**config.mk**
```make
export PLATFORM = sky130hd
export DESIGN_NAME = stcf_thread_scheduler
export DESIGN_NICKNAME = d
export VERILOG_FILES = /design/src/sv/stcf_pkg.sv /design/src/sv/stcf_cell.sv /design/src/sv/stcf_queue.sv /design/src/sv/stcf_thread_scheduler.sv
export VERILOG_INCLUDE_DIRS = /design/src /design/src/sv
export SDC_FILE = /design/constraint.sdc
export NUM_CORES = 2
export LEC_CHECK = 0
export ABC_AREA = 1
export BUFFER_PORTS_ARGS = -buffer_cell sky130_fd_sc_hd__buf_2
export CORE_MARGIN = 4
export CORE_UTILIZATION = 46
export DETAILED_ROUTE_END_ITERATION = 8
export GPL_ROUTABILITY_DRIVEN = 0
export PLACE_DENSITY = 0.66
export SYNTH_ARGS = -nofsm -noshare
export SYNTH_HDL_FRONTEND = slang
export SYNTH_SLANG_ARGS = --single-unit
```
**constraint.sdc**
```tcl
create_clock -name clk -period 7.9 [get_ports clk]
set_clock_uncertainty 0.2 [all_clocks]
set_input_delay 0.395 -clock clk [delete_from_list [all_inputs] [get_ports clk]]
set_output_delay 0.395 -clock clk [all_outputs]
set_load 0.01 [all_outputs]
```
**src/sv/stcf_thread_scheduler_macros.svh**
```systemverilog
// Assertion shorthands used by the top-level scheduler file.
`ifndef STCF_THREAD_SCHEDULER_MACROS_SVH
`define STCF_THREAD_SCHEDULER_MACROS_SVH

// Check a consequence in the same cycle.
`define STCF_AST_NOW(lbl, ante, cons, msg) \
  lbl: assert property (@(posedge clk) disable iff (!rst_n) (ante) |-> (cons)) \
    else $error(msg);

// Check a consequence in the next cycle.
`define STCF_AST_NEXT(lbl, ante, cons, msg) \
  lbl: assert property (@(posedge clk) disable iff (!rst_n) (ante) |=> (cons)) \
    else $error(msg);

`endif

```
**src/sv/stcf_pkg.sv**
```systemverilog
package stcf_pkg;

  typedef enum logic [1:0] {K_CREATE, K_SCHED, K_JOIN, K_EXIT} kind_t;
  typedef enum logic [1:0] {STS_OK, STS_BLOCKED, STS_FULL, STS_UNKNOWN} status_t;
  typedef enum logic [1:0] {TS_RUN, TS_BLOCK, TS_DONE, TS_DESTROY} thread_st_t;

  typedef enum logic [2:0] {
    OP_NOP, OP_INSERT, OP_PURGE, OP_EXTRACT, OP_JOIN, OP_WAKE
  } cell_op_t;

  typedef enum logic [2:0] {
    S_IDLE, S_CMD, S_PURGE, S_PICK, S_REINS, S_DONE
  } sched_state_t;

  localparam int ID_BITS = 8;

  typedef struct packed {
    logic               valid;
    logic [ID_BITS-1:0] id;
    thread_st_t         st;
    logic               wait_valid;
    logic [ID_BITS-1:0] wait_id;
  } slot_meta_t;

  typedef struct packed {
    cell_op_t           op;
    slot_meta_t         new_meta;
    logic [ID_BITS-1:0] target;
    logic [ID_BITS-1:0] wake_id;
  } cell_ctl_t;

  typedef struct packed {
    logic full;
    logic any_destroy;
    logic any_run;
    logic join_done;
    logic join_live;
  } q_stat_t;

  typedef struct packed {
    kind_t              kind;
    logic [ID_BITS-1:0] target_id;
  } in_req_t;

  typedef struct packed {
    logic [ID_BITS-1:0] running_id;
    logic [ID_BITS-1:0] new_id;
    logic               switched;
    status_t            status;
  } out_res_t;

endpackage

```
**src/sv/stcf_cell.sv**
```systemverilog
module stcf_cell #(
  parameter int COUNT_BITS = 16
) (
  input  logic                    clk,
  input  logic                    rst_n,
  input  stcf_pkg::cell_ctl_t     ctl,
  input  logic [COUNT_BITS-1:0]   new_cnt,
  input  logic                    head_i,
  input  stcf_pkg::slot_meta_t    left_meta,
  input  logic [COUNT_BITS-1:0]   left_cnt,
  input  logic                    shift_in,
  input  stcf_pkg::slot_meta_t    right_meta,
  input  logic [COUNT_BITS-1:0]   right_cnt,
  input  logic                    del_in,
  output stcf_pkg::slot_meta_t    meta_o,
  output logic [COUNT_BITS-1:0]   cnt_o,
  output logic                    shift_out,
  output logic                    del_out,
  output logic                    sel_o,
  output logic                    join_done_o,
  output logic                    join_live_o,
  output logic                    destroy_o,
  output logic                    run_o
);

  stcf_pkg::slot_meta_t  meta_r, meta_nxt;
  logic [COUNT_BITS-1:0] cnt_r, cnt_nxt;
  logic                  v, cmp, hit, id_match, wake;

  // Local flags for the chains
  assign v         = meta_r.valid;
  assign cmp       = head_i ? (cnt_r > new_cnt) : (cnt_r >= new_cnt);
  assign shift_out = v && (shift_in || cmp);
  assign destroy_o = v && (meta_r.st == stcf_pkg::TS_DESTROY);
  assign run_o     = v && (meta_r.st == stcf_pkg::TS_RUN);
  assign hit       = (ctl.op == stcf_pkg::OP_PURGE)   ? destroy_o :
                     (ctl.op == stcf_pkg::OP_EXTRACT) ? run_o : 1'b0;
  assign del_out   = del_in || hit;
  assign sel_o     = hit && !del_in;
  assign id_match  = v && (meta_r.id == ctl.target);
  assign join_done_o = id_match && (meta_r.st == stcf_pkg::TS_DONE);
  assign join_live_o = id_match && ((meta_r.st == stcf_pkg::TS_RUN) ||
                                    (meta_r.st == stcf_pkg::TS_BLOCK));
  assign wake = v && (meta_r.st == stcf_pkg::TS_BLOCK) && meta_r.wait_valid &&
                (meta_r.wait_id == ctl.wake_id);

  // Next slot contents
  always_comb begin
    meta_nxt = meta_r;
    cnt_nxt  = cnt_r;
    unique case (ctl.op)
      stcf_pkg::OP_INSERT: begin
        if (shift_in) begin
          meta_nxt = left_meta;
          cnt_nxt  = left_cnt;
        end else if ((shift_out || !v) && (head_i || left_meta.valid)) begin
          meta_nxt = ctl.new_meta;
          cnt_nxt  = new_cnt;
        end
      end
      stcf_pkg::OP_PURGE, stcf_pkg::OP_EXTRACT: begin
        if (del_out) begin
          meta_nxt = right_meta;
          cnt_nxt  = right_cnt;
        end
      end
      stcf_pkg::OP_JOIN: begin
        if (join_done_o) meta_nxt.st = stcf_pkg::TS_DESTROY;
      end
      stcf_pkg::OP_WAKE: begin
        if (wake) begin
          meta_nxt.st         = stcf_pkg::TS_RUN;
          meta_nxt.wait_valid = 1'b0;
        end
      end
      default: begin
      end
    endcase
  end

  always_ff @(posedge clk) begin
    if (!rst_n) begin
      meta_r <= '0;
    end else begin
      meta_r <= meta_nxt;
    end
  end

  always_ff @(posedge clk) begin
    cnt_r <= cnt_nxt;
  end

  assign meta_o = meta_r;
  assign cnt_o  = cnt_r;

endmodule

```
**src/sv/stcf_queue.sv**
```systemverilog
module stcf_queue #(
  parameter int QUEUE_DEPTH = 16,
  parameter int COUNT_BITS  = 16
) (
  input  logic                  clk,
  input  logic                  rst_n,
  input  stcf_pkg::cell_ctl_t   ctl,
  input  logic [COUNT_BITS-1:0] new_cnt,
  output stcf_pkg::q_stat_t     stat,
  output stcf_pkg::slot_meta_t  sel_meta,
  output logic [COUNT_BITS-1:0] sel_cnt
);

  stcf_pkg::slot_meta_t  meta  [QUEUE_DEPTH];
  logic [COUNT_BITS-1:0] cnt   [QUEUE_DEPTH];
  logic [QUEUE_DEPTH-1:0] shift, del, sel, jdone, jlive, dstr, runb;

  // Row of slots, ordered head first
  for (genvar i = 0; i < QUEUE_DEPTH; i++) begin : g_cell
    stcf_pkg::slot_meta_t  lm, rm;
    logic [COUNT_BITS-1:0] lc, rc;
    logic                  si, di;

    if (i == 0) begin : g_head
      assign lm = '0;
      assign lc = '0;
      assign si = 1'b0;
      assign di = 1'b0;
    end else begin : g_body
      assign lm = meta[i-1];
      assign lc = cnt[i-1];
      assign si = shift[i-1];
      assign di = del[i-1];
    end

    if (i == QUEUE_DEPTH-1) begin : g_tail
      assign rm = '0;
      assign rc = '0;
    end else begin : g_mid
      assign rm = meta[i+1];
      assign rc = cnt[i+1];
    end

    stcf_cell #(.COUNT_BITS(COUNT_BITS)) u_cell (
      .clk        (clk),
      .rst_n      (rst_n),
      .ctl        (ctl),
      .new_cnt    (new_cnt),
      .head_i     ((i == 0) ? 1'b1 : 1'b0),
      .left_meta  (lm),
      .left_cnt   (lc),
      .shift_in   (si),
      .right_meta (rm),
      .right_cnt  (rc),
      .del_in     (di),
      .meta_o     (meta[i]),
      .cnt_o      (cnt[i]),
      .shift_out  (shift[i]),
      .del_out    (del[i]),
      .sel_o      (sel[i]),
      .join_done_o(jdone[i]),
      .join_live_o(jlive[i]),
      .destroy_o  (dstr[i]),
      .run_o      (runb[i])
    );
  end

  // Gather status and the one selected slot
  always_comb begin
    sel_meta = '0;
    sel_cnt  = '0;
    for (int i = 0; i < QUEUE_DEPTH; i++) begin
      sel_meta = sel_meta | (sel[i] ? meta[i] : '0);
      sel_cnt  = sel_cnt  | (sel[i] ? cnt[i]  : '0);
    end
  end

  assign stat.full        = meta[QUEUE_DEPTH-1].valid;
  assign stat.any_destroy = |dstr;
  assign stat.any_run     = |runb;
  assign stat.join_done   = |jdone;
  assign stat.join_live   = |jlive;

endmodule

```
**src/sv/stcf_thread_scheduler.sv**
```systemverilog
// Channel  Ports                          Request
// in       in_valid/in_ready/in_data      kind, target_id
// out      out_valid/out_ready/out_data   running_id, new_id, switched, status
//
// Create, plain join and idle requests go from the command state to the result
// register. A schedule goes through purge, where the slot row closes one gap per
// cycle until no destroy entry is left, then pick, requeue and done; with nothing
// runnable it skips requeue. Join with block and exit take the same path.
// One request is in flight at a time; a new one is taken once the last result
// is in the output register. Reset is synchronous and clears all slot metadata at once.
`include "stcf_thread_scheduler_macros.svh"

module stcf_thread_scheduler #(
  parameter int QUEUE_DEPTH = 16,
  parameter int COUNT_BITS  = 16
) (
  input  logic               clk,
  input  logic               rst_n,
  input  logic               in_valid,
  output logic               in_ready,
  input  stcf_pkg::in_req_t  in_data,
  output logic               out_valid,
  input  logic               out_ready,
  output stcf_pkg::out_res_t out_data
);

  localparam int NID_BITS = stcf_pkg::ID_BITS + 1;

  stcf_pkg::sched_state_t state_r, state_nxt;
  stcf_pkg::in_req_t      req_r, req_nxt;
  stcf_pkg::slot_meta_t   run_r, run_nxt, prev_r, prev_nxt;
  logic [COUNT_BITS-1:0]  run_cnt_r, run_cnt_nxt, prev_cnt_r, prev_cnt_nxt;
  logic                   run_valid_r, run_valid_nxt;
  logic [NID_BITS-1:0]    next_id_r, next_id_nxt, eff_next;
  logic [stcf_pkg::ID_BITS-1:0] new_id_r, new_id_nxt;
  logic                   sw_r, sw_nxt;
  stcf_pkg::status_t      sts_r, sts_nxt;
  logic                   out_valid_r, out_valid_nxt;
  stcf_pkg::out_res_t     out_data_r, out_data_nxt;

  stcf_pkg::cell_ctl_t    ctl;
  logic [COUNT_BITS-1:0]  ctl_cnt;
  stcf_pkg::q_stat_t      q_stat;
  stcf_pkg::slot_meta_t   sel_meta;
  logic [COUNT_BITS-1:0]  sel_cnt;
  logic                   first_create, create_full, out_free;

  stcf_queue #(.QUEUE_DEPTH(QUEUE_DEPTH), .COUNT_BITS(COUNT_BITS)) u_queue (
    .clk     (clk),
    .rst_n   (rst_n),
    .ctl     (ctl),
    .new_cnt (ctl_cnt),
    .stat    (q_stat),
    .sel_meta(sel_meta),
    .sel_cnt (sel_cnt)
  );

  assign first_create = !run_valid_r && (next_id_r == '0);
  assign eff_next     = first_create ? NID_BITS'(1) : next_id_r;
  assign create_full  = q_stat.full || eff_next[NID_BITS-1];
  assign out_free     = !out_valid_r || out_ready;

  // Next state
  always_comb begin
    state_nxt = state_r;
    unique case (state_r)
      stcf_pkg::S_IDLE:  if (in_valid) state_nxt = stcf_pkg::S_CMD;
      stcf_pkg::S_CMD: begin
        unique case (req_r.kind)
          stcf_pkg::K_CREATE: state_nxt = stcf_pkg::S_DONE;
          stcf_pkg::K_JOIN:
            state_nxt = (run_valid_r && q_stat.join_live) ? stcf_pkg::S_PURGE
                                                          : stcf_pkg::S_DONE;
          default:
            state_nxt = run_valid_r ? stcf_pkg::S_PURGE : stcf_pkg::S_DONE;
        endcase
      end
      stcf_pkg::S_PURGE: if (!q_stat.any_destroy) state_nxt = stcf_pkg::S_PICK;
      stcf_pkg::S_PICK:
        state_nxt = q_stat.any_run ? stcf_pkg::S_REINS : stcf_pkg::S_DONE;
      stcf_pkg::S_REINS: state_nxt = stcf_pkg::S_DONE;
      stcf_pkg::S_DONE:  if (out_free) state_nxt = stcf_pkg::S_IDLE;
      default:           state_nxt = stcf_pkg::S_IDLE;
    endcase
  end

  // Datapath and slot row commands
  always_comb begin
    req_nxt       = req_r;
    run_nxt       = run_r;
    run_cnt_nxt   = run_cnt_r;
    run_valid_nxt = run_valid_r;
    prev_nxt      = prev_r;
    prev_cnt_nxt  = prev_cnt_r;
    next_id_nxt   = next_id_r;
    new_id_nxt    = new_id_r;
    sw_nxt        = sw_r;
    sts_nxt       = sts_r;
    out_valid_nxt = out_valid_r && !out_ready;
    out_data_nxt  = out_data_r;
    ctl           = '0;
    ctl.op        = stcf_pkg::OP_NOP;
    ctl.target    = req_r.target_id;
    ctl.wake_id   = run_r.id;
    ctl_cnt       = '0;
    in_ready      = (state_r == stcf_pkg::S_IDLE);

    unique case (state_r)
      stcf_pkg::S_IDLE: begin
        req_nxt    = in_data;
        new_id_nxt = '0;
        sw_nxt     = 1'b0;
        sts_nxt    = stcf_pkg::STS_OK;
      end
      stcf_pkg::S_CMD: begin
        unique case (req_r.kind)
          stcf_pkg::K_CREATE: begin
            if (first_create) begin
              run_nxt       = '0;
              run_nxt.valid = 1'b1;
              run_nxt.st    = stcf_pkg::TS_RUN;
              run_cnt_nxt   = '0;
              run_valid_nxt = 1'b1;
              next_id_nxt   = eff_next;
            end
            if (create_full) begin
              sts_nxt = stcf_pkg::STS_FULL;
            end else begin
              new_id_nxt            = eff_next[stcf_pkg::ID_BITS-1:0];
              next_id_nxt           = eff_next + NID_BITS'(1);
              ctl.op                = stcf_pkg::OP_INSERT;
              ctl.new_meta.valid    = 1'b1;
              ctl.new_meta.id       = eff_next[stcf_pkg::ID_BITS-1:0];
              ctl.new_meta.st       = stcf_pkg::TS_RUN;
            end
          end
          stcf_pkg::K_JOIN: begin
            if (!run_valid_r || !(q_stat.join_done || q_stat.join_live)) begin
              sts_nxt = stcf_pkg::STS_UNKNOWN;
            end else if (q_stat.join_done) begin
              ctl.op = stcf_pkg::OP_JOIN;
            end else begin
              run_nxt.st         = stcf_pkg::TS_BLOCK;
              run_nxt.wait_valid = 1'b1;
              run_nxt.wait_id    = req_r.target_id;
              sts_nxt            = stcf_pkg::STS_BLOCKED;
            end
          end
          stcf_pkg::K_EXIT: begin
            if (run_valid_r) begin
              run_nxt.st = stcf_pkg::TS_DONE;
              ctl.op     = stcf_pkg::OP_WAKE;
            end
          end
          default: begin
          end
        endcase
      end
      stcf_pkg::S_PURGE: begin
        if (q_stat.any_destroy) ctl.op = stcf_pkg::OP_PURGE;
      end
      stcf_pkg::S_PICK: begin
        if (q_stat.any_run) begin
          ctl.op       = stcf_pkg::OP_EXTRACT;
          prev_nxt     = run_r;
          prev_cnt_nxt = (run_cnt_r == '1) ? run_cnt_r : run_cnt_r + COUNT_BITS'(1);
          run_nxt      = sel_meta;
          run_cnt_nxt  = sel_cnt;
          sw_nxt       = 1'b1;
        end
      end
      stcf_pkg::S_REINS: begin
        if (!q_stat.full) begin
          ctl.op       = stcf_pkg::OP_INSERT;
          ctl.new_meta = prev_r;
          ctl_cnt      = prev_cnt_r;
        end
      end
      stcf_pkg::S_DONE: begin
        if (out_free) begin
          out_valid_nxt           = 1'b1;
          out_data_nxt.running_id = run_valid_r ? run_r.id : '0;
          out_data_nxt.new_id     = new_id_r;
          out_data_nxt.switched   = sw_r;
          out_data_nxt.status     = sts_r;
        end
      end
      default: begin
      end
    endcase
  end

  // Control registers
  always_ff @(posedge clk) begin
    if (!rst_n) begin
      state_r     <= stcf_pkg::S_IDLE;
      run_valid_r <= 1'b0;
      next_id_r   <= '0;
      out_valid_r <= 1'b0;
    end else begin
      state_r     <= state_nxt;
      run_valid_r <= run_valid_nxt;
      next_id_r   <= next_id_nxt;
      out_valid_r <= out_valid_nxt;
    end
  end

  // Payload registers
  always_ff @(posedge clk) begin
    req_r      <= req_nxt;
    run_r      <= run_nxt;
    run_cnt_r  <= run_cnt_nxt;
    prev_r     <= prev_nxt;
    prev_cnt_r <= prev_cnt_nxt;
    new_id_r   <= new_id_nxt;
    sw_r       <= sw_nxt;
    sts_r      <= sts_nxt;
    out_data_r <= out_data_nxt;
  end

  assign out_valid = out_valid_r;
  assign out_data  = out_data_r;

  `STCF_AST_NEXT(a_accept_cmd, in_valid && in_ready, state_r == stcf_pkg::S_CMD, "request lost")
  `STCF_AST_NOW(a_reins_room, state_r == stcf_pkg::S_REINS, !q_stat.full, "no room to requeue")
  `STCF_AST_NEXT(a_pick_none, (state_r == stcf_pkg::S_PICK) && !q_stat.any_run, state_r == stcf_pkg::S_DONE, "bad pick")
  `STCF_AST_NOW(a_full_no_id, out_valid && (out_data.status == stcf_pkg::STS_FULL), out_data.new_id == '0, "id on full")

endmodule
```
# == After elaboration in Yosys (flattened, before gate mapping) ==
# Cells that the tools add are included.
# classes
n_reduce_logical,367
n_addsub,2
n_eq_ne,173
order_cmp,16
n_bitwise,30
mux,321
# ops
cell,n
20-bit 2-to-1 mux,65
16-bit 2-to-1 mux,69
16-bit case mux with 2 select lines,17
9-bit case mux with 2 select lines,17
20-bit bitwise OR,15
8-bit case mux with 2 select lines,17
8-bit equality test,32
16-bit >= comparator,15
16-bit bitwise OR,15
1-bit logical AND,177
2-bit case mux with 4 select lines,16
2-bit inequality test (second input constant),56
5-bit AND reduction,16
3-bit 2-to-1 mux,24
4-bit AND reduction,18
2-bit equality test (second input constant),34
1-bit logical OR,66
16-bit OR reduction,4
3-bit inequality test (second input constant),20
3-bit AND reduction,20
1-bit case mux with 3 select lines,16
9-bit 2-to-1 mux,5
2-bit 2-to-1 mux,22
20-bit case mux with 2 select lines,1
other kinds (36),152
# totals
out_inout_bits,21
regBits,702
in_bits,14
word_cells,1030

# == Logic depth before layout (Yosys ltp) ==
# logic_depth
ltp_word,39
mapped_depth,50
ltp_nobuf,48

# == Cells and area by module ==
# A second synthesis with hierarchy kept.
# hier_totals
cells_unflattened,9666
hier_area_um2,58601.2
# modules_own_cells
mod,instances,area_each_um2,cells_per_inst,seq_area_each_um2
stcf_cell,16,2936.6,481,880.8
stcf_queue,1,5845.6,1386,0.0
stcf_thread_scheduler,1,5770.5,584,3643.5

# == Worst setup path before layout ==
# Ideal clock, no wire load.
# synth_path
kind,register to register
start,register state_r[1]
end,register u_queue.g_cell[12].u_cell.meta_r (netlist bit u_queue.g_cell[12].u_cell.meta_o[17])
synth_period_minus_slack_ps,6410
stages_incl_launch_ff,47
path_buffers,3
t_required_ps,7580
setup_time_ps,120
path_slack_ps,1490
t_arrival_ps,6090
path_cell_list,dfxtp_1 > nor3_4 > inv_1 > nor2_1 > clkbuf_1 > clkbuf_1 > nand2_1 > ha_1 > nand2_1 > o21bai_1 > nand2_1 > nand2_1 > nand2_1 > nand2_1 > nand2_1 > nand3_1 > nand3_1 > nand2_2 > [... 11 more ...] > nand2_2 > nand2_2 > nand2_2 > nand2_2 > nand2_2 > nand2_2 > nand2_2 > nand2_2 > nand2_2 > nand2_2 > o21ai_1 > nand2_1 > nand2_1 > nor2_1 > inv_2 > buf_4 > o21ai_0 > a21oi_1
# synth_via
elab_chain_cells,32
word_cells_on_any_way,96
classes_between,order compare: 13; eq/ne: 9; mux: 32; reduce/logical: 42
# synth_rtl
item,line_no,source
start: declaration,stcf_thread_scheduler.sv:29,"stcf_pkg::sched_state_t state_r, state_nxt;"
start signal: assignment,stcf_thread_scheduler.sv:196,state_r <= stcf_pkg::S_IDLE;
start signal: assignment,stcf_thread_scheduler.sv:201,state_r <= state_nxt;
3-bit equality test,stcf_thread_scheduler.sv:108,unique case (state_r)
16-bit 2-to-1 mux,stcf_thread_scheduler.sv:108,
16-bit > comparator,stcf_cell.sv:32,assign cmp = head_i ? (cnt_r > new_cnt) : (cnt_r >= new_cnt);
1-bit logical AND,stcf_cell.sv:33,assign shift_out = v && (shift_in || cmp);
1-bit logical OR,stcf_cell.sv:33,
1-bit logical AND,stcf_cell.sv:33,
1-bit logical OR,stcf_cell.sv:33,
1-bit logical AND,stcf_cell.sv:33,
[... 16 more ...],-,
1-bit logical OR,stcf_cell.sv:33,
1-bit logical AND,stcf_cell.sv:33,
1-bit logical OR,stcf_cell.sv:33,
1-bit logical AND,stcf_cell.sv:33,
1-bit logical OR,stcf_cell.sv:56,end else if ((shift_out || !v) && (head_i || left_meta.valid)) begin
1-bit logical AND,stcf_cell.sv:56,
3-bit inequality test (no line),-,
3-bit AND reduction (no line),-,
end signal: assignment,stcf_cell.sv:85,meta_r <= meta_nxt;
end: declaration,stcf_cell.sv:26,"stcf_pkg::slot_meta_t meta_r, meta_nxt;"
# Several ways; a longest one is shown, not always the timed one. The select of a mux whose other input is x is not followed.
# A chain may end at the register's enable or synchronous reset.

# == Worst setup path in the final report ==
# layout_path
start,register state_r[1]
end,"register u_queue.g_cell[13].u_cell.cnt_r[1], enable pin"
# layout_via
elab_chain_cells,34
word_cells_on_any_way,98
classes_between,order compare: 14; eq/ne: 9; mux: 30; reduce/logical: 45
# layout_rtl
item,line_no,source
3-bit equality test,stcf_thread_scheduler.sv:108,
16-bit 2-to-1 mux,stcf_thread_scheduler.sv:108,
16-bit > comparator,stcf_cell.sv:32,
1-bit logical AND,stcf_cell.sv:33,
1-bit logical OR,stcf_cell.sv:33,
1-bit logical AND,stcf_cell.sv:33,
1-bit logical OR,stcf_cell.sv:33,
1-bit logical AND,stcf_cell.sv:33,
[... 18 more ...],-,
1-bit logical OR,stcf_cell.sv:33,
1-bit logical AND,stcf_cell.sv:33,
1-bit logical OR,stcf_cell.sv:33,
1-bit logical AND,stcf_cell.sv:33,
1-bit logical OR,stcf_cell.sv:56,
1-bit logical AND,stcf_cell.sv:56,
3-bit inequality test (no line),-,
3-bit AND reduction (no line) (*),-,
end signal: assignment,stcf_cell.sv:90,cnt_r <= cnt_nxt;
end: declaration,stcf_cell.sv:27,"logic [COUNT_BITS-1:0] cnt_r, cnt_nxt;"
# Mark *: on every way between the ends. The rest lies on a longest branch, timed or not.

==> impl_metrics.tcl <==
set metrics [dict create \
    cts-root-buf "clkbuf_16" \
    setup_viol 0 \
    syn_inst 6054 \
    synth_top_family_by_area "compound AO/OA/AOI/OAI gates" \
    reg2reg_slack_ns 0.80 \
    core_area_sq_um 98700 \
    p_leak_nw 19.7 \
    required_ns 7.97 \
    synth_top_area_share_pct 24.1 \
    hold_end "u_queue.g_cell[5].u_cell.meta_o[11]" \
    crit_type "reg2reg" \
    r2r_start "state_r[1]" \
    slew_violations 0 \
    r2r.worst_path.cells 42 \
    worstPathMaxFanout 40 \
    grt.overflow.total 0 \
    cts_tree "done" \
    min_period_over_period_pct 89.8 \
    grt_pass1_wl_mm 257 \
    peakVddDrop_mv 0.301 \
    power_density_nw_per_um2 392 \
    dieArea_sq_um 105000 \
    ant_nets 0 \
    place_ws_ns 0.689 \
    cts_buffer_depth 3 \
    hp-class "in2reg" \
    first_pass_iters 6 \
    grt_util_all_layers_pct 31.2 \
    crit_start "state_r[1]" \
    synth_cell_types 60 \
    worstPathArrival_ns 7.17 \
    ys_async_sr_fraction_pct 0 \
    clock_sinks 702 \
    grt_pass1_vias 43600 \
    rsz0062_at_grt "no" \
    synthMuxAreaShare_pct 0 \
    areaGrowthSynthToFinish_pct 9.04 \
    synthAdderAreaFrac_pct 6.76 \
    remaining_drc_errors 0 \
    syn_avg_cell_area_sq_um 7.58 \
    ys.flop_type "edfxtp_1" \
    synthesis.area_sq_um 45900 \
    dieWidth_microns 324 \
    r2r-end "u_queue.g_cell[13].u_cell.cnt_o[1]" \
    synth_xor_area_share_pct 2.08 \
    antenna_found_initial 0 \
    setup_tns_ns 0 \
    grt_max_degree 217 \
    holdCritStartpoint "rst_n" \
    fin_nets 6173 \
    status "finished, final reports clean" \
    synth_seq_cells 702 \
    maxCapViolations 0 \
    hold_depth 3 \
    critPathMaxStageDelay_ns 0.59 \
    die_h_microns 324 \
    rows 115 \
    cts_max_level 3 \
    start_kind "flop" \
    synth_compound_area_share_pct 26.5 \
    insertion_delay_ns 0.66 \
    hold_viol_final 0 \
    synth_edf_count 368 \
    syn_nets 6316 \
    path_common_cell "nand2_2" \
    total_power_mw 19.6 \
    period_needed_ns 7.10 \
    cts_buffers 80 \
    slew_headroom_pct 13.5 \
    fmax_ghz 0.141 \
    dp_hpwl_mm 124 \
    synthSimpleGateAreaFrac_pct 17.3 \
    yosys_warnings 0 \
    synth_top_area_cell "edfxtp_1" \
    tightest_slew_ns 1.29 \
    ys_seq_area_share_pct 38.6 \
    layout-drive-gt1-share_pct 6.61 \
    endpoint_kind "flop" \
    synth_common_cells "nand2_1 (1023), o21ai_0 (707), inv_1 (598), a21oi_1 (556), o22ai_1 (469)" \
    worst_slack_ns 0.805 \
    wire_per_inst_microns 23.4 \
    critPathSlowestCell "clkinvlp_4" \
    wl_mm 170 \
    drt_iter0_markers 6101 \
    io_buffers 34 \
    finish.utilization_pct 50.7 \
    viasPerCell 6.41 \
    routed-via-count 46561 \
    synth.area.top_cells "edfxtp_1 (24%), dfxtp_1 (15%), nand2_1 (8.4%)" \
    start_util_pct 46.5 \
    io_pins 35 \
    yosysMostFrequentCell "nand2_1" \
    path_clk_slew_ns 0.06 \
]
## report_power, final
group          switching [mW]  internal, mW
Sequential               1.61          5.70
Combinational            5.59          2.68
Clock                    1.66          2.36
## cell usage in the layout (no fill, tap or decap), drive strengths merged, types with 3 or more instances in the layout
cell type	n
clkinv	25
a22o	6
nor3	64
ha	248
a221oi	53
dfxtp	334
nor3b	3
clkbuf	107
or2	3
o22ai	470
a211oi	45
a2111o	6
o2111ai	28
xnor2	19
dlygate4sd3	12
edfxtp	368
a2111oi	16
a22oi	8
o211ai	60
nor2	340
o21ai	770
diode	3
a31oi	16
inv	616
o41ai	9
nor4	57
nand2	1054
a21oi	563
and3	4
bufinv	11
a21o	6
nand4	92
o221ai	36
buf	174
clkinvlp	7
o21a	6
nand3	234
xor2	90
## metrics by stage
step	instances	instance area [sq um]	hold slack, ns
floorplan	6054	45900	0.200
global placement	7104	47200	0.200
detailed placement	7104	47200	0.205
CTS	7261	50000	0.0165
global route	7261	50000	0.0584
finish	7264	50100	0.0194
## cell families (layout without fill, tap and decap cells)
group           count (synthesis)  in the layout
compound gates               2107           2107
xor+xnor                      109            109
fa+ha+maj                     248            248
buf+inv                      1032            952
flops                         702            702
other cells                     0              3
simple gates                 1856           1856
## flip-flops by register name (all words and copies together), names as in the netlist, 12 cells and up
name and cells:
out_data 19, u_queue.g_cell.u_cell.v 16, prev_cnt_r 16, run_cnt_r 16, u_queue.g_cell.u_cell.meta_o 304, ctl 16, u_queue.g_cell.u_cell.cnt_o 256, run_r 12
prev_r 20
## layout make-up
type / count / area, sq um
multi-input cells: 4320 / 24300
repair buffers: 186 / 1370
fillers: 9584 / 48700
flip-flops and latches: 702 / 17700
diodes: 3 / 7.51
clock inverters: 38 / 483
clock buffers: 107 / 2250
well taps: 1287 / 1610
inverters: 621 / 2340
## how the worst max path moves through the flow
stage               slack (ns)                                   end
floorplan                 1.49  u_queue.g_cell[12].u_cell.meta_o[17]
global placement          0.88    u_queue.g_cell[13].u_cell.cnt_o[3]
detailed placement        0.69    u_queue.g_cell[13].u_cell.cnt_o[3]
CTS                       0.65    u_queue.g_cell[13].u_cell.cnt_o[7]
global route              0.26   u_queue.g_cell[14].u_cell.cnt_o[10]
finish                    0.80    u_queue.g_cell[13].u_cell.cnt_o[1]
## metal layers
metal  global-route usage [%]  wire length [microns]  vias up
met5                        0                      0        -
li1                         -                      -    21359
met2                     49.4                  75900     2625
met1                     41.0                  69000    22095
met3                     4.14                  14200      482
met4                     18.3                  11100        0
## timing repair
item / 4_1_cts / 5_1_grt
gates resized for setup: 0 / 2
hold buffers: 12 / 0
endpoints found under the setup margin: 0 / 32
setup buffers: 0 / 0
hold endpoints to repair: 12 / 0
## critical path: cells and delay by family (launching register included)
kind	cells	cell delay [ns]
simple gates	34	4.17
fa+ha+maj	1	0.31
compound gates	3	0.48
flops	1	0.39
buf+inv	4	1.15
No activity file was read; power rests on OpenSTA's default activity.
